[config.mk]
export PLATFORM = sky130hd
export DESIGN_NAME = link_status_led_sequencer_core
export DESIGN_NICKNAME = d
export VERILOG_FILES = /design/src/rtl/lsls_pkg.sv /design/src/rtl/lsls_cfg_regs.sv /design/src/rtl/lsls_state_update.sv /design/src/rtl/link_status_led_sequencer_core.sv
export SDC_FILE = /design/constraint.sdc
export NUM_CORES = 1
export LEC_CHECK = 0
export ABC_CLOCK_PERIOD_IN_PS = 4350
export BUFFER_PORTS_ARGS = -buffer_cell sky130_fd_sc_hd__buf_2
export CORE_MARGIN = 10
export CORE_UTILIZATION = 50
export CTS_CLUSTER_DIAMETER = 40
export DETAILED_ROUTE_END_ITERATION = 8
export GPL_TIMING_DRIVEN = 0
export PLACE_DENSITY_LB_ADDON = 0.2
export SETUP_SLACK_MARGIN = 0.2
export SYNTH_ARGS = -nofsm -noshare
export SYNTH_HDL_FRONTEND = slang
export SYNTH_SLANG_ARGS = --single-unit
[constraint.sdc]
create_clock -name i_clk -period 4.35 [get_ports i_clk]
set_input_delay 0.87 -clock i_clk [delete_from_list [all_inputs] [get_ports i_clk]]
set_output_delay 0.87 -clock i_clk [all_outputs]
set_load 0.01 [all_outputs]
[src/rtl/lsls_pkg.sv]
// ----------------------------------------------------------------------------
// lsls_pkg
// Shared types and constants for the link status LED sequencer: operation
// codes, LED mode codes, register indexes, reset values and item structs.
// ----------------------------------------------------------------------------
package lsls_pkg;

    // Field widths
    localparam int OpW      = 3;
    localparam int HalfW    = 16;
    localparam int HoldW    = 16;
    localparam int RefreshW = 10;
    localparam int IndW     = 8;
    localparam int CfgIdxW  = 2;
    localparam int CfgDataW = 16;

    // Stream widths
    localparam int InDataW  = 16;  // 12 bits of fields, zero filled
    localparam int OutDataW = 8;   // 4 bits of fields, zero filled

    // Bit of the host indicator byte that carries caps lock
    localparam int CapsBit = 1;

    // Register reset values
    localparam logic [HalfW-1:0]    PairingHalfRst    = 16'd120;
    localparam logic [HalfW-1:0]    ConnectingHalfRst = 16'd500;
    localparam logic [HoldW-1:0]    ConnectedHoldRst  = 16'd3000;
    localparam logic [RefreshW-1:0] RefreshPeriodRst  = 10'd50;

    // Item kinds
    typedef enum logic [OpW-1:0] {
        OP_TICK   = 3'd0,
        OP_STATUS = 3'd1,
        OP_CAPS   = 3'd2,
        OP_SLEEP  = 3'd3,
        OP_WAKE   = 3'd4
    } t_op;

    // LED mode codes as reported on the output
    typedef enum logic [1:0] {
        MODE_OFF        = 2'd0,
        MODE_PAIRING    = 2'd1,
        MODE_CONNECTING = 2'd2,
        MODE_CONNECTED  = 2'd3
    } t_led_mode;

    // Configuration register indexes
    typedef enum logic [CfgIdxW-1:0] {
        REG_PAIRING_HALF    = 2'd0,
        REG_CONNECTING_HALF = 2'd1,
        REG_CONNECTED_HOLD  = 2'd2,
        REG_REFRESH_PERIOD  = 2'd3
    } t_reg_idx;

    // Configuration as seen by the state update
    typedef struct packed {
        logic [HalfW-1:0]    pairing_half;
        logic [HalfW-1:0]    connecting_half;
        logic [HoldW-1:0]    connected_hold;
        logic [RefreshW-1:0] refresh_period;
    } t_cfg;

    // One input item
    typedef struct packed {
        logic [OpW-1:0] op;
        logic           usb_selected;
        logic           profile_connected;
        logic           profile_open;
        logic           address_known;
        logic [IndW-1:0] indicator_bits;
    } t_item;

    // One result item
    typedef struct packed {
        logic      link_led;
        logic      caps_led;
        logic [1:0] led_mode;
    } t_result;

endpackage

[src/rtl/lsls_cfg_regs.sv]
// ----------------------------------------------------------------------------
// lsls_cfg_regs
// Configuration register file: four timing registers written through a
// plain write port, loaded with their default timing at reset.
// ----------------------------------------------------------------------------
module lsls_cfg_regs (
    input  logic                              i_clk,
    input  logic                              i_rst_n,
    input  logic                              i_cfg_we,
    input  logic [lsls_pkg::CfgIdxW-1:0]      i_cfg_idx,
    input  logic [lsls_pkg::CfgDataW-1:0]     i_cfg_data,
    output lsls_pkg::t_cfg                    o_cfg
);

    lsls_pkg::t_cfg r_cfg;

    // Register writes; refresh period keeps its low bits
    always_ff @(posedge i_clk) begin
        if (!i_rst_n) begin
            r_cfg.pairing_half    <= lsls_pkg::PairingHalfRst;
            r_cfg.connecting_half <= lsls_pkg::ConnectingHalfRst;
            r_cfg.connected_hold  <= lsls_pkg::ConnectedHoldRst;
            r_cfg.refresh_period  <= lsls_pkg::RefreshPeriodRst;
        end else if (i_cfg_we) begin
            case (lsls_pkg::t_reg_idx'(i_cfg_idx))
                lsls_pkg::REG_PAIRING_HALF: begin
                    r_cfg.pairing_half <= i_cfg_data[lsls_pkg::HalfW-1:0];
                end
                lsls_pkg::REG_CONNECTING_HALF: begin
                    r_cfg.connecting_half <= i_cfg_data[lsls_pkg::HalfW-1:0];
                end
                lsls_pkg::REG_CONNECTED_HOLD: begin
                    r_cfg.connected_hold <= i_cfg_data[lsls_pkg::HoldW-1:0];
                end
                lsls_pkg::REG_REFRESH_PERIOD: begin
                    r_cfg.refresh_period <= i_cfg_data[lsls_pkg::RefreshW-1:0];
                end
                default: begin
                end
            endcase
        end
    end

    assign o_cfg = r_cfg;

endmodule

[src/rtl/lsls_state_update.sv]
// ----------------------------------------------------------------------------
// lsls_state_update
// Sequencer state and its one-item update: blink phases, hold timer,
// refresh timer, mode selection and both LEDs. The result carries the
// state after the item.
// ----------------------------------------------------------------------------
module lsls_state_update (
    input  logic            i_clk,
    input  logic            i_rst_n,
    input  logic            i_en,
    input  lsls_pkg::t_item i_item,
    input  lsls_pkg::t_cfg  i_cfg,
    output lsls_pkg::t_result o_result
);

    typedef struct packed {
        logic                 led;
        logic                 ren;
        lsls_pkg::t_led_mode  mode;
    } t_refresh;

    // State
    lsls_pkg::t_led_mode              r_mode;
    logic                             r_ren;
    logic [lsls_pkg::RefreshW-1:0]    r_rcount;
    logic [lsls_pkg::HoldW-1:0]       r_hold;
    logic [lsls_pkg::HalfW-1:0]       r_pcount;
    logic                             r_pphase;
    logic [lsls_pkg::HalfW-1:0]       r_ccount;
    logic                             r_cphase;
    logic                             r_link;
    logic                             r_caps;

    lsls_pkg::t_led_mode              n_mode;
    logic                             n_ren;
    logic [lsls_pkg::RefreshW-1:0]    n_rcount;
    logic [lsls_pkg::HoldW-1:0]       n_hold;
    logic [lsls_pkg::HalfW-1:0]       n_pcount;
    logic                             n_pphase;
    logic [lsls_pkg::HalfW-1:0]       n_ccount;
    logic                             n_cphase;
    logic                             n_link;
    logic                             n_caps;

    // Half-period counter step: returns {phase, count}
    function automatic logic [lsls_pkg::HalfW:0] f_phase(
        input logic [lsls_pkg::HalfW-1:0] cnt,
        input logic                       ph,
        input logic [lsls_pkg::HalfW-1:0] half
    );
        logic [lsls_pkg::HalfW-1:0] nxt;
        nxt = cnt + lsls_pkg::HalfW'(1);
        if (nxt >= half || nxt == '0) begin
            f_phase = {~ph, {lsls_pkg::HalfW{1'b0}}};
        end else begin
            f_phase = {ph, nxt};
        end
    endfunction

    // Link LED refresh from the current mode
    function automatic t_refresh f_refresh(
        input lsls_pkg::t_led_mode        mode,
        input logic                       ren,
        input logic                       pph,
        input logic                       cph,
        input logic [lsls_pkg::HoldW-1:0] hold,
        input logic [lsls_pkg::HoldW-1:0] hold_ms
    );
        t_refresh res;
        res.led  = 1'b0;
        res.ren  = ren;
        res.mode = mode;
        case (mode)
            lsls_pkg::MODE_PAIRING:    res.led = pph;
            lsls_pkg::MODE_CONNECTING: res.led = cph;
            lsls_pkg::MODE_CONNECTED: begin
                if (hold < hold_ms) begin
                    res.led = 1'b1;
                end else begin
                    res.ren  = 1'b0;
                    res.mode = lsls_pkg::MODE_OFF;
                end
            end
            default: res.led = 1'b0;
        endcase
        return res;
    endfunction

    // Mode chosen by a link status, highest priority first
    function automatic lsls_pkg::t_led_mode f_pick(input lsls_pkg::t_item it);
        lsls_pkg::t_led_mode m;
        if (it.usb_selected)           m = lsls_pkg::MODE_OFF;
        else if (it.profile_connected) m = lsls_pkg::MODE_CONNECTED;
        else if (it.profile_open)      m = lsls_pkg::MODE_PAIRING;
        else if (it.address_known)     m = lsls_pkg::MODE_CONNECTING;
        else                           m = lsls_pkg::MODE_PAIRING;
        return m;
    endfunction

    // Next state for the item at hand
    always_comb begin
        logic [lsls_pkg::HalfW:0]      pstep;
        logic [lsls_pkg::HalfW:0]      cstep;
        logic [lsls_pkg::RefreshW:0]   rnext;
        lsls_pkg::t_led_mode           pick;
        t_refresh                      rf;

        n_mode   = r_mode;
        n_ren    = r_ren;
        n_rcount = r_rcount;
        n_hold   = r_hold;
        n_pcount = r_pcount;
        n_pphase = r_pphase;
        n_ccount = r_ccount;
        n_cphase = r_cphase;
        n_link   = r_link;
        n_caps   = r_caps;

        pstep = f_phase(r_pcount, r_pphase, i_cfg.pairing_half);
        cstep = f_phase(r_ccount, r_cphase, i_cfg.connecting_half);
        rnext = {1'b0, r_rcount} + (lsls_pkg::RefreshW+1)'(1);
        pick  = f_pick(i_item);
        rf    = '0;

        case (lsls_pkg::t_op'(i_item.op))
            lsls_pkg::OP_TICK: begin
                n_pphase = pstep[lsls_pkg::HalfW];
                n_pcount = pstep[lsls_pkg::HalfW-1:0];
                n_cphase = cstep[lsls_pkg::HalfW];
                n_ccount = cstep[lsls_pkg::HalfW-1:0];
                if (r_hold != {lsls_pkg::HoldW{1'b1}}) begin
                    n_hold = r_hold + lsls_pkg::HoldW'(1);
                end
                if (r_ren) begin
                    if (rnext >= {1'b0, i_cfg.refresh_period} ||
                        rnext[lsls_pkg::RefreshW]) begin
                        n_rcount = '0;
                        rf = f_refresh(r_mode, r_ren, n_pphase, n_cphase, n_hold,
                                       i_cfg.connected_hold);
                        n_link = rf.led;
                        n_ren  = rf.ren;
                        n_mode = rf.mode;
                    end else begin
                        n_rcount = rnext[lsls_pkg::RefreshW-1:0];
                    end
                end
            end
            lsls_pkg::OP_STATUS, lsls_pkg::OP_WAKE: begin
                // Mode change only when the choice differs
                if (pick != r_mode) begin
                    n_mode = pick;
                    n_hold = '0;
                    if (pick == lsls_pkg::MODE_OFF) begin
                        n_ren  = 1'b0;
                        n_link = 1'b0;
                    end else if (!r_ren) begin
                        n_rcount = '0;
                        rf = f_refresh(pick, 1'b1, r_pphase, r_cphase, '0,
                                       i_cfg.connected_hold);
                        n_link = rf.led;
                        n_ren  = rf.ren;
                        n_mode = rf.mode;
                    end
                end
                if (i_item.op == lsls_pkg::OP_WAKE) begin
                    n_caps = i_item.indicator_bits[lsls_pkg::CapsBit];
                end
            end
            lsls_pkg::OP_CAPS: begin
                n_caps = i_item.indicator_bits[lsls_pkg::CapsBit];
            end
            lsls_pkg::OP_SLEEP: begin
                n_link = 1'b0;
                n_caps = 1'b0;
                n_ren  = 1'b0;
                n_mode = lsls_pkg::MODE_OFF;
            end
            default: begin
            end
        endcase
    end

    // State registers, advanced once per item
    always_ff @(posedge i_clk) begin
        if (!i_rst_n) begin
            r_mode   <= lsls_pkg::MODE_OFF;
            r_ren    <= 1'b0;
            r_rcount <= '0;
            r_hold   <= '0;
            r_pcount <= '0;
            r_pphase <= 1'b0;
            r_ccount <= '0;
            r_cphase <= 1'b0;
            r_link   <= 1'b0;
            r_caps   <= 1'b0;
        end else if (i_en) begin
            r_mode   <= n_mode;
            r_ren    <= n_ren;
            r_rcount <= n_rcount;
            r_hold   <= n_hold;
            r_pcount <= n_pcount;
            r_pphase <= n_pphase;
            r_ccount <= n_ccount;
            r_cphase <= n_cphase;
            r_link   <= n_link;
            r_caps   <= n_caps;
        end
    end

    // Result reports the state after this item
    assign o_result.link_led = n_link;
    assign o_result.caps_led = n_caps;
    assign o_result.led_mode = n_mode;

endmodule

[src/rtl/link_status_led_sequencer_core.sv]
// ----------------------------------------------------------------------------
// link_status_led_sequencer_core
// Link and caps LED sequencer driven by events and millisecond ticks.
// ----------------------------------------------------------------------------
// Usage:
//  - Input stream: s_axis_tuser carries the item kind (tick, link status,
//    indicators, sleep, wake); s_axis_tdata carries the link status bits and
//    the host indicator byte. Each accepted item gives exactly one result.
//  - Output stream: m_axis_tdata carries link LED, caps LED and LED mode as
//    they stand after that item.
//  - Configuration: i_cfg_we / i_cfg_idx / i_cfg_data write the blink half
//    periods, connected hold time and refresh period; write only when idle.
//  - Path: an accepted item passes the input register, then the state update
//    into the result register.
//  - Throughput: one item per cycle while results are taken; the state update is
//    a single pass of logic between the input register and the result register.
//  - Reset (synchronous, active low): registers take their default timing,
//    mode off, both LEDs off, all timers cleared, both stages empty.
//  - Stall: while a result waits, one more item sits in the input register;
//    then s_axis_tready drops until the result is taken.
// ----------------------------------------------------------------------------
module link_status_led_sequencer_core (
    input  logic                              i_clk,
    input  logic                              i_rst_n,
    // Input items
    input  logic                              s_axis_tvalid,
    output logic                              s_axis_tready,
    // [0] usb_selected, [1] profile_connected, [2] profile_open,
    // [3] address_known, [11:4] indicator_bits, [15:12] zero
    input  logic [lsls_pkg::InDataW-1:0]      s_axis_tdata,
    // [2:0] op
    input  logic [lsls_pkg::OpW-1:0]          s_axis_tuser,
    // Result items
    output logic                              m_axis_tvalid,
    input  logic                              m_axis_tready,
    // [0] link_led, [1] caps_led, [3:2] led_mode, [7:4] zero
    output logic [lsls_pkg::OutDataW-1:0]     m_axis_tdata,
    // Configuration writes
    input  logic                              i_cfg_we,
    input  logic [lsls_pkg::CfgIdxW-1:0]      i_cfg_idx,
    input  logic [lsls_pkg::CfgDataW-1:0]     i_cfg_data
);

    lsls_pkg::t_cfg    cfg;
    lsls_pkg::t_result result;

    logic              r_in_valid;
    lsls_pkg::t_item   r_in_item;
    logic              r_out_valid;
    lsls_pkg::t_result r_out;
    logic              advance;

    // Item moves on when the result register is free or being emptied
    assign advance       = r_in_valid && (!r_out_valid || m_axis_tready);
    assign s_axis_tready = !r_in_valid || advance;

    // Input register
    always_ff @(posedge i_clk) begin
        if (!i_rst_n) begin
            r_in_valid <= 1'b0;
        end else if (s_axis_tready) begin
            r_in_valid <= s_axis_tvalid;
        end
    end

    always_ff @(posedge i_clk) begin
        if (s_axis_tready && s_axis_tvalid) begin
            r_in_item.op                <= s_axis_tuser;
            r_in_item.usb_selected      <= s_axis_tdata[0];
            r_in_item.profile_connected <= s_axis_tdata[1];
            r_in_item.profile_open      <= s_axis_tdata[2];
            r_in_item.address_known     <= s_axis_tdata[3];
            r_in_item.indicator_bits    <= s_axis_tdata[11:4];
        end
    end

    lsls_cfg_regs u_cfg (
        .i_clk      (i_clk),
        .i_rst_n    (i_rst_n),
        .i_cfg_we   (i_cfg_we),
        .i_cfg_idx  (i_cfg_idx),
        .i_cfg_data (i_cfg_data),
        .o_cfg      (cfg)
    );

    lsls_state_update u_state (
        .i_clk    (i_clk),
        .i_rst_n  (i_rst_n),
        .i_en     (advance),
        .i_item   (r_in_item),
        .i_cfg    (cfg),
        .o_result (result)
    );

    // Result register
    always_ff @(posedge i_clk) begin
        if (!i_rst_n) begin
            r_out_valid <= 1'b0;
        end else if (!r_out_valid || m_axis_tready) begin
            r_out_valid <= r_in_valid;
        end
    end

    always_ff @(posedge i_clk) begin
        if (advance) begin
            r_out <= result;
        end
    end

    assign m_axis_tvalid = r_out_valid;
    assign m_axis_tdata  = {4'b0000, r_out.led_mode, r_out.caps_led, r_out.link_led};

endmodule

# Word-level counts from Yosys, hierarchy flattened
# Cells that the tools add are included.
# totals
ff_bits,138
input_bits,42
out_inout_bits,10
# classes
n_addsub,4
magnitude_cmp,5
n_eq_ne,19
mux,44
bitwise_logic,2
n_reduce_logical,25
# ops
op,n
2-to-1 mux 10 bit,5
adder 16 x 1 -> 16 bit (second input constant),3
2-to-1 mux 16 bit,3
2-to-1 mux 17 bit,2
greater-or-equal comparator 16 bit,2
logical NOT 16 bit,2
case mux 16 bit (2 select lines),1
case mux 10 bit (2 select lines),1
2-to-1 mux 2 bit,9
less-than comparator 1 x 16 -> 1 bit (first input constant),1
less-than comparator 16 bit,1
inequality test 16 bit (second input constant),1
case mux 1 bit (3 select lines),5
2-to-1 mux 1 bit,13
equality test 2 bit (second input constant),6
2-to-1 mux 3 bit,4
adder 10 x 1 -> 11 bit (second input constant),1
greater-or-equal comparator 11 x 10 -> 1 bit,1
AND reduction 2 bit,5
equality test 2 x 1 -> 1 bit (second input constant),3
equality test 3 x 2 -> 1 bit (second input constant),2
case mux 2 bit (3 select lines),1
AND reduction 3 bit,2
AND reduction 6 bit,1
other kinds (14),24

# Depth between registers and ports, before layout
# Gate-level depths: netlist of the first run.
# depth
ltp_word,10
depth_mapped,16
ltp_nobuf,15

# Modules after synthesis
# A second synthesis of the first run with hierarchy kept.
# unflattened
cells_unflattened,1060
hier_area_um2,9048.7
# modules_own_cells
module,instances,cells_per_inst,area_per_inst_um2,seq_area_each_um2
lsls_state_update,1,806,6053.3,1301.2
lsls_cfg_regs,1,221,2287.2,1161.1
link_status_led_sequencer_core,1,33,708.2,610.6

# Worst setup path after synthesis of the first run
# No wires, ideal clock.
# synth_path
path_type,flip-flop to flip-flop
start,register u_state.r_hold[0] in the netlist's numbering
end,register u_state.r_link
setup_time_ps,81
arrival_ps,3721
t_required_ps,4269
slack_ps,549
path_stages_with_launch,16
n_path_buf,0
synth_period_minus_slack_ps,3801
cell_sequence,dfxtp_1 ha_1 nand3_1 nor4_2 nor4_1 nand3_1 nor2_1 xor2_1 ha_1 and4_1 a221o_1 a2111o_1 o22ai_1 a41oi_1 o211a_1 a41oi_1
# synth_between
elab_chain_len,9
# synth_rtl
item,line,text
from (decl),lsls_state_update.sv:26,logic [lsls_pkg::HoldW-1:0] r_hold;
from (signal assigned),lsls_state_update.sv:200,r_hold <= n_hold;
adder 16 x 1 -> 16 bit / inequality test 16 bit (equally long branches),"lsls_state_update.sv:132, lsls_state_update.sv:131",
2-to-1 mux 16 bit (*),lsls_state_update.sv:131,if (r_hold != {lsls_pkg::HoldW{1'b1}}) begin
2-to-1 mux 16 bit (*),lsls_state_update.sv:125,case (lsls_pkg::t_op'(i_item.op))
less-than comparator 16 bit (*),lsls_state_update.sv:77,if (hold < hold_ms) begin
2-to-1 mux 1 bit (*),lsls_state_update.sv:77,
case mux 1 bit (3 select lines) (*),lsls_state_update.sv:73,case (mode)
2-to-1 mux 1 bit (*),lsls_state_update.sv:135,"if (rnext >= {1'b0, i_cfg.refresh_period} ||"
2-to-1 mux 1 bit (*),lsls_state_update.sv:134,if (r_ren) begin
case mux 1 bit (3 select lines) (*),lsls_state_update.sv:125,
to (signal assigned),lsls_state_update.sv:205,r_link <= n_link;
to (decl),lsls_state_update.sv:31,logic r_link;
# Every way passes the cells marked *; elsewhere a longest branch is shown, timed or not. The select of a mux whose other input is x is not followed.
# A chain may end at the register's enable or synchronous reset.

# Final worst setup path of the first run
# Ends and elaborated chain as after synthesis.

==> results of run 1 <==
## state kept, by name, summed over array words and instances, names as in the netlist, 2 cells and up
| register | flops |
|---|---|
| u_state.r_mode | 2 |
| r_in_item | 8 |
| u_cfg.o_cfg | 58 |
| u_state.r_hold | 16 |
| u_state.r_rcount | 10 |
| u_state.r_pcount | 16 |
| u_state.r_ccount | 16 |
| m_axis_tdata | 4 |
## synthesized netlist by cell type (24+ instances only)
library cell  number  area share
clkbuf_1          43       0.019
xnor2_1           30       0.031
dfxtp_1          125        0.30
o211ai_1          24       0.021
a21oi_1          100       0.060
inv_1             74       0.033
o21ai_0           34       0.020
nor2_1            68       0.030
nand2_1          164       0.073
nand3_1           51       0.030
ha_1              63       0.094
nor3_1            30       0.018
## worst paths after layout
path                          end  slack [ps]
hold reg to reg   u_cfg.o_cfg[22]         450
hold / removal    u_cfg.o_cfg[22]         450
setup reg to reg   u_state.r_link         330
setup / recovery   u_state.r_link         330
## repair_timing
| action | 4_1_cts | 5_1_grt |
|---|---|---|
| gates resized for setup | 6 | 12 |
| buffers inserted | 3 | 2 |
| pin swaps | 1 | 2 |
| setup endpoints to repair | 21 | 32 |
## per-layer routing
layer  share of wire  wire (um)  GRT usage  up-vias
met4           0.023        546     0.0682        0
met5               0          0          0        -
li1                -          -          -     3880
met2            0.47      11000      0.341      211
met1            0.46      10700      0.265     3621
met3           0.052       1210     0.0426       41
## final cells by class
cell class              instances  area [um^2]  area share
multi-input cells             797         5040       0.525
flip-flops and latches        137         2860       0.298
plain buffers                  66          294      0.0306
inverters                      74          278      0.0289
repair buffers                 40          213      0.0222
clock buffers                  23          499      0.0520
clock inverters                 7          138      0.0143
well taps                     220          275      0.0287
## power by group through the flow
| stage | registers (mW) | logic [mW] | clock network, mW |
|---|---|---|---|
| after floorplan | 1.35 | 0.128 | 0 |
| after global placement | 1.35 | 0.201 | 0 |
| after detailed placement | 1.35 | 0.204 | 0 |
| after CTS | 1.32 | 0.206 | 1.59 |
| after global routing | 1.33 | 0.232 | 1.65 |
| final | 1.32 | 0.209 | 1.58 |
## critical path, stage by stage, from the launching register on
cell and delay (ps):
dfxtp_1 360, ha_1 260, nand3_2 170, nor4_4 80, nor4_4 320, nand3_1 210, nor2_1 230, xor2_1 220
ha_1 270, and4_1 230, a221o_1 370, a2111o_1 420, o22ai_2 200, a41oi_1 150, o211a_1 260, a41oi_1 180
## metrics by stage
step	worst slack, ps	instance area [um^2]
3_5_place_dp	-220	8850
2_1_floorplan	549	8400
6_report	332	9600
3_3_place_gp	-179	8850
5_1_grt	169	9600
4_1_cts	215	9540
## kinds of logic (layout without fill, tap and decap cells)
group	after synthesis	in the layout	synth area share
AO/OA/AOI/OAI	242	242	0.181
adder cells (fa/ha/maj)	64	64	0.0953
buffers and inverters	140	210	0.0679
flip-flops	137	137	0.341
XOR/XNOR	51	51	0.0532
AND/OR/NAND/NOR	430	430	0.254
other	1	4	0.000447
multiplexers	6	6	0.00746
==> results.sh, run 1 <==
export IMPL_ios=52
export IMPL_placed_cells=1329
export IMPL_fillers=1606
export IMPL_avgViaCountPerCell=5.68
export IMPL_num_vias=7753
export IMPL_whs_path_depth=2
export IMPL_hold_class="reg -> reg"
export IMPL_finalSetupViolCount=0
export IMPL_switching_power_mw=0.703
export IMPL_die_x_um=150
export IMPL_stdcell_count=1364
export IMPL_seqPwrFrac=0.425
export IMPL_maxCapViolations=0
export IMPL_worst_r2r_cell_count=15
export IMPL_comb_power_share=0.067
export IMPL_whs_ps=451
export IMPL_rsz0062_at_grt="false"
export IMPL_hpwlAfterDp_mm=17.4
export IMPL_port_buffers=35
export IMPL_synthDistinctLibCells=77
export IMPL_finalCriticalPeriod_ps=4020
export IMPL_drtAntennaViolNets=0
export IMPL_die_h_um=150
export IMPL_finalMaxSlewViolations=0
export IMPL_drive_gt1_frac=0.110
export IMPL_critPathCaptureType="flip-flop"
export IMPL_avgSynthCellArea_um2=7.83
export IMPL_synthFlopType="dfxtp_1"
export IMPL_pwr_share_clk=0.508
export IMPL_fmax_mhz=249
export IMPL_p_leak_nw=3.99
export IMPL_path_class="reg -> reg"
export IMPL_r2r_start="u_state.r_hold[0]"
export IMPL_initial_utilization=0.508
export IMPL_synth_edf_count=12
export IMPL_maxSlewHeadroom=0.422
export IMPL_p_sw_frac=0.226
export IMPL_grt_pass1_wl_mm=36.9
export IMPL_row_count=47
export IMPL_power_density_mw_per_mm2=324
export IMPL_finalPower_mw=3.11
export IMPL_clk_pin_slew_ps=60
export IMPL_grt_pass1_vias=7165
export IMPL_tightest_slew_ps=867
export IMPL_clk_latency_ps=420
export IMPL_fin_util=0.581
export IMPL_place_congestion=0.876
export IMPL_first_iter_violations=628
export IMPL_area_delta_synth_final_pct=14.4
export IMPL_dieArea_mm2=0.0224
export IMPL_fin_crit_sh=0.924
export IMPL_p_int_mw=2.41
export IMPL_cts_sinks=137
export IMPL_syn_inst=1071
export IMPL_core_region_area_mm2=0.0165
export IMPL_nets=1238
export IMPL_h_tree_depth=4
export IMPL_antenna_cells=0
export IMPL_skew_ps=9.96
export IMPL_synthArstFlopShare=0
export IMPL_seq_area_frac_synth=0.341
export IMPL_yosysWarnings=0
export IMPL_grt_max_degree=17
export IMPL_worst_ep_required_time_ps=4690
export IMPL_setup_tns_ps=0
export IMPL_layout_common_cells="nand2_1, dfxtp_1, a21oi_1"
export IMPL_cts_hold_buf=0
export IMPL_arrival_ps=4360
export IMPL_overflow=0
export IMPL_antenna_found_initial=0
export IMPL_hp_start="u_cfg.o_cfg[22]"
export IMPL_dr_pass1_iters=7
export IMPL_wl_per_cell_um=17.2
export IMPL_critPathMaxFanout=5
export IMPL_drc=0
export IMPL_syn_area_mm2=0.00839
export IMPL_startpoint="u_state.r_hold[0]"
export IMPL_cts_tree="done"
export IMPL_drt_wl_total_mm=23.4
export IMPL_ir_worst_vdd_mv=0.286
export IMPL_outcome="completed"
export IMPL_final_common_cell="nand2_1"
export IMPL_track_usage=0.207
export IMPL_clk_path_buf_depth=2
export IMPL_cts_buffers=17
export IMPL_final_hold_violation_count=0
export IMPL_root_buffer="clkbuf_16"
export IMPL_start_kind="flip-flop"
export IMPL_synth_seq_cells=137
(Power assumes the default switching activity.)
==> inputs of run 2 (changes only) <==
CORE_MARGIN = 8   (was 10)
==> run 2 against run 1 <==
Against the previous run: non-clock buffer count decreased by 3; clock power fell by 3%; power is 1.4% lower; clock-buffer cell count fell by 4; worst setup slack improved by 34 ps; hold slack improved by 2.5 ps; largest power group unchanged; register-to-register slack gained 30 ps; combinational power hardly changed; first-iteration DRC count shrank 4.1%; sequential share of layout area rose by 0.098 points; clock skew is 0.91 ps higher.
==> results.sh, run 2 (synthesis gave the netlist of run 1 again) <==
export IMPL_outcome="completed"
export IMPL_power_density_mw_per_mm2=320
export IMPL_ir_worst_vdd_mv=0.287
export IMPL_finalCriticalPeriod_ps=3980
export IMPL_num_vias=7742
export IMPL_placed_cells=1329
export IMPL_hold_end="u_cfg.o_cfg[56]"
export IMPL_stdcell_count=1363
export IMPL_path_cells="ha_1 > nand3_2 > nor4_4 > nor4_4 > nand3_1 > nor2_2 > xor2_1 > ha_1 > and4_1 > a221o_1 > a2111o_1 > o22ai_2 > a41oi_1 > o211a_1 > a41oi_1"
export IMPL_hold_class="reg -> reg"
export IMPL_whs_path_depth=2
export IMPL_maxCapViolations=0
export IMPL_worst_r2r_cell_count=15
export IMPL_rsz0062_at_grt="true"
export IMPL_area_delta_synth_final_pct=14.0
export IMPL_initial_utilization=0.509
export IMPL_die_h_um=146
export IMPL_arrival_ps=4330
export IMPL_slowest_delay_ps=410
export IMPL_skew_ps=10.9
export IMPL_dr_pass1_iters=5
export IMPL_fin_crit_sh=0.916
export IMPL_maxSlewHeadroom=0.509
export IMPL_final_cell_area_mm2=0.00957
export IMPL_cts_tree="done"
export IMPL_h_tree_depth=4
export IMPL_fin_util=0.581
export IMPL_grt_max_degree=17
export IMPL_fin_ws_ps=366
export IMPL_nets=1235
export IMPL_startpoint="u_state.r_hold[0]"
export IMPL_critPathCaptureType="flip-flop"
export IMPL_wl_per_cell_um=16.7
export IMPL_p_leak_nw=3.96
export IMPL_hpwlAfterDp_mm=17.0
export IMPL_r2r_slack_ps=370
export IMPL_antenna_found_initial=0
export IMPL_row_count=47
export IMPL_hp_start="u_cfg.o_cfg[56]"
export IMPL_clk_pin_slew_ps=60
export IMPL_track_usage=0.211
export IMPL_cp_slowest_cell="a2111o_1"
export IMPL_core_region_area_mm2=0.0165
export IMPL_antenna_cells=0
export IMPL_dp_slack_ps=-122
export IMPL_first_iter_violations=602
export IMPL_cts_sinks=137
export IMPL_r2r_start="u_state.r_hold[0]"
export IMPL_overflow=0
export IMPL_drtAntennaViolNets=0
export IMPL_critPathMaxFanout=5
export IMPL_tightest_slew_ps=737
export IMPL_cts_buffers=17
export IMPL_drive_gt1_frac=0.110
export IMPL_final_common_cell="nand2_1"
export IMPL_root_buffer="clkbuf_16"
export IMPL_finalMaxSlewViolations=0
export IMPL_clk_path_buf_depth=2
export IMPL_path_class="reg -> reg"
export IMPL_die_x_um=146
export IMPL_dieArea_mm2=0.0212
export IMPL_worst_ep_required_time_ps=4690
export IMPL_place_congestion=0.870
export IMPL_ios=52
export IMPL_worst_r2r_endpoint="u_state.r_link"
export IMPL_final_hold_violation_count=0
export IMPL_port_buffers=35
export IMPL_drc=0
export IMPL_start_kind="flip-flop"
export IMPL_grt_pass1_wl_mm=36.2
export IMPL_largest_reg_flops=58
export IMPL_drt_wl_total_mm=22.8
export IMPL_avgViaCountPerCell=5.68
export IMPL_fmax_mhz=251
export IMPL_finalPower_mw=3.07
export IMPL_clk_latency_ps=430
export IMPL_placed_cell_area_mm2=0.00885
export IMPL_finalSetupViolCount=0
export IMPL_grt_pass1_vias=7026
export IMPL_layout_common_cells="nand2_1, dfxtp_1, a21oi_1"
-- run 2: final cells by class --
type | instances | area (um^2)
buffer | 66 | 294
clock buffer | 19 | 464
clock inverter | 13 | 165
fill | 1544 | 6900
inverter | 74 | 278
multi-input combinational | 797 | 5040
sequential | 137 | 2860
tap | 220 | 275
timing repair buffer | 37 | 190
-- run 2: worst max-delay path, delay by kind of cell (launching register included) --
family / cells / cell delay (ps)
XOR/XNOR: 1 / 220
AND/OR/NAND/NOR: 6 / 1240
flip-flops: 1 / 350
AO/OA/AOI/OAI: 6 / 1550
adder cells (fa/ha/maj): 2 / 530
-- run 2: how the worst max path moves through the flow --
stage                          end  slack (ps)  cells past startpoint
floorplan           u_state.r_link         550                     15
global placement    u_state.r_link        -100                     15
detailed placement  u_state.r_link        -120                     15
CTS                 u_state.r_link         210                     15
global route        u_state.r_link         170                     15
finish              u_state.r_link         370                     15
-- run 2: power by group --
group | switching (mW) | internal (mW) | total (mW)
Combinational | 0.137 | 0.0683 | 0.206
Clock | 0.584 | 0.954 | 1.54
Sequential | 0.0166 | 1.31 | 1.32
Total | 0.738 | 2.33 | 3.07
-- run 2: metrics by stage --
| stage | TNS, ps | hold WS (ps) |
|---|---|---|
| 6_report | 0 | 454 |
| 5_1_grt | 0 | 472 |
| 3_3_place_gp | -360 | 444 |
| 4_1_cts | 0 | 456 |
| 2_1_floorplan | 0 | 436 |
| 3_5_place_dp | -530 | 447 |
-- run 2: repair_timing --
action / CTS / global route
endpoints found under the hold margin: 0 / 0
buffers inserted: 1 / 1
endpoints found under the setup margin: 18 / 28
hold buffers: 0 / 0
pin swaps: 1 / 1
gates resized for setup: 5 / 13
-- run 2: metal layers --
layer	up-vias	GRT usage	part of all wire
met4	0	0.0864	0.030
met2	205	0.345	0.46
li1	3891	-	-
met5	-	0	0
met1	3605	0.267	0.46
met3	41	0.0426	0.048
==> inputs of run 3 (changes only) <==
ABC_AREA = 1   (was default)
PLACE_DENSITY = 0.68   (was default)
PLACE_DENSITY_LB_ADDON = default   (was 0.2)
==> run 3 against run 2 <==
Against the previous run: clock power is 3% higher; via count is 7.1% lower; sequential power hardly changed; critical endpoint is now m_axis_tdata[2].
==> results.sh, run 3 <==
export IMPL_outcome="completed"
export IMPL_track_usage=0.197
export IMPL_finalPower_mw=3.14
export IMPL_critPathCaptureType="flip-flop"
export IMPL_ys_top_cells_by_count="nand2_1, inv_1, dfxtp_1"
export IMPL_switching_power_mw=0.701
export IMPL_setup_tns_ps=0
export IMPL_netlist_top_cells_area="dfxtp_1, nand2_1, ha_1, a21oi_1, inv_1"
export IMPL_num_vias=7191
export IMPL_p_int_mw=2.44
export IMPL_p_sw_frac=0.223
export IMPL_synth_top_area_share=0.308
export IMPL_p_leak_nw=4.24
export IMPL_synth_seq_cells=137
export IMPL_place_congestion=0.915
export IMPL_core_region_area_mm2=0.0159
export IMPL_h_tree_depth=4
export IMPL_placed_cells=1385
export IMPL_grt_pass1_vias=6746
export IMPL_ios=52
export IMPL_skew_ps=7.99
export IMPL_placed_cell_area_mm2=0.00860
export IMPL_fin_util=0.582
export IMPL_power_density_mw_per_mm2=340
export IMPL_yosysWarnings=0
export IMPL_dp_slack_ps=808
export IMPL_maxSlewHeadroom=0.378
export IMPL_synthArstFlopShare=0
export IMPL_wl_per_cell_um=13.8
export IMPL_drive_gt1_frac=0.117
export IMPL_avgSynthCellArea_um2=7.20
export IMPL_synth_edf_count=12
export IMPL_dr_pass1_iters=5
export IMPL_area_delta_synth_final_pct=13.7
export IMPL_antenna_found_initial=0
export IMPL_finalSetupViolCount=0
export IMPL_whs_ps=463
export IMPL_comb_power_share=0.074
export IMPL_pwr_share_clk=0.502
export IMPL_overflow=0
export IMPL_hpwlAfterDp_mm=15.1
export IMPL_path_class="reg -> reg"
export IMPL_grt_max_degree=17
export IMPL_seq_area_frac_synth=0.352
export IMPL_cts_sinks=137
export IMPL_nets=1293
export IMPL_antenna_cells=0
export IMPL_die_h_um=144
export IMPL_fin_crit_sh=0.828
export IMPL_worst_ep_required_time_ps=4590
export IMPL_seqPwrFrac=0.424
export IMPL_final_common_cell="nand2_1"
export IMPL_clk_path_buf_depth=2
export IMPL_first_iter_violations=337
export IMPL_maxCapViolations=0
export IMPL_synth_top_area_cell="dfxtp_1"
export IMPL_largest_reg_flops=58
export IMPL_fin_ws_ps=747
export IMPL_finalCriticalPeriod_ps=3600
export IMPL_yosysMostFrequentCell="nand2_1"
export IMPL_cts_resized=0
export IMPL_clk_pin_slew_ps=60
export IMPL_r2r_slack_ps=750
export IMPL_final_cell_area_mm2=0.00925
export IMPL_synthDistinctLibCells=53
export IMPL_fmax_mhz=278
export IMPL_arrival_ps=3850
export IMPL_ir_worst_vdd_mv=0.278
export IMPL_hold_class="reg -> reg"
export IMPL_root_buffer="clkbuf_16"
export IMPL_drtAntennaViolNets=0
export IMPL_grt_pass1_wl_mm=32.2
export IMPL_rsz0062_at_grt="false"
export IMPL_row_count=46
export IMPL_drc=0
export IMPL_cts_buffers=17
export IMPL_finalMaxSlewViolations=0
export IMPL_port_buffers=36
export IMPL_syn_area_mm2=0.00814
export IMPL_critPathMaxFanout=5
export IMPL_post_cts_buffers=0
export IMPL_cts_tree="done"
export IMPL_cts_hold_buf=0
export IMPL_final_hold_violation_count=0
export IMPL_layout_common_cells="nand2_1, inv_1, dfxtp_1"
export IMPL_avgViaCountPerCell=5.07
export IMPL_stdcell_count=1417
export IMPL_start_kind="flip-flop"
export IMPL_synthFlopType="dfxtp_1"
export IMPL_clk_latency_ps=420
export IMPL_drt_wl_total_mm=19.5
export IMPL_die_x_um=144
export IMPL_dieArea_mm2=0.0206
export IMPL_tightest_slew_ps=932
export IMPL_initial_utilization=0.512
export IMPL_syn_inst=1130
## run 3: cell count changes after synthesis, moves of 17 or more
cell and delta:
nand2_1 +95, inv_1 +89, o21ai_0 +27, a21oi_1 +24, xnor2_1 -23, nor3_1 -21
clkbuf_1 -19, a21o_1 -18, nand2_2 +17
## run 3: worst max-delay path, cell delays in order (launching register included)
cell and delay [ps]:
dfxtp_1 350, ha_1 240, nand2_1 100, nor2_1 60, nand2_1 100, nor2_1 110
nor4_4 240, nand3_2 140, nor3b_2 250, xor2_1 240, ha_1 290, a21oi_1 140
nor2_1 50, a2111oi_0 530, nand2_1 150, nand4_1 140, nand3_1 110, a22oi_1 190
## run 3: worst paths after layout
check                                  startpoint               to  cells past startpoint
worst max register to register  u_state.r_hold[0]  m_axis_tdata[2]                     17
worst min-delay path              u_cfg.o_cfg[55]  u_cfg.o_cfg[55]                      2
worst min register to register    u_cfg.o_cfg[55]  u_cfg.o_cfg[55]                      2
worst max-delay path            u_state.r_hold[0]  m_axis_tdata[2]                     17
## run 3: cell type report
| type | instances | area, um^2 |
|---|---|---|
| multi-input combinational | 790 | 4470 |
| inverter | 173 | 649 |
| fill | 1568 | 6640 |
| clock buffer | 25 | 515 |
| clock inverter | 7 | 135 |
| sequential | 137 | 2860 |
| timing repair buffer | 36 | 180 |
| buffer | 33 | 165 |
| tap | 216 | 270 |
## run 3: cells by family after synthesis
logic type               after synthesis  share of synthesized area
XOR/XNOR                              32                     0.0354
other                                  1                   0.000461
AO/OA/AOI/OAI                        238                      0.165
AND/OR/NAND/NOR                      453                      0.250
adder cells (fa/ha/maj)               63                     0.0969
buffers and inverters                206                      0.100
flip-flops                           137                      0.352
## run 3: routing by layer
| metal | routed length, um | track usage | share of wire |
|---|---|---|---|
| met5 | 0 | 0 | 0 |
| met4 | 330 | 0.0598 | 0.017 |
| met3 | 691 | 0.0411 | 0.035 |
| met2 | 9390 | 0.338 | 0.48 |
| met1 | 9120 | 0.242 | 0.47 |
## run 3: power groups by stage
| stage | clock [mW] | sequential, mW | combinational (mW) |
|---|---|---|---|
| 3_3_place_gp | 0 | 1.36 | 0.226 |
| 6_report | 1.58 | 1.33 | 0.231 |
| 5_1_grt | 1.65 | 1.34 | 0.262 |
| 2_1_floorplan | 0 | 1.36 | 0.153 |
| 4_1_cts | 1.60 | 1.33 | 0.232 |
| 3_5_place_dp | 0 | 1.36 | 0.230 |
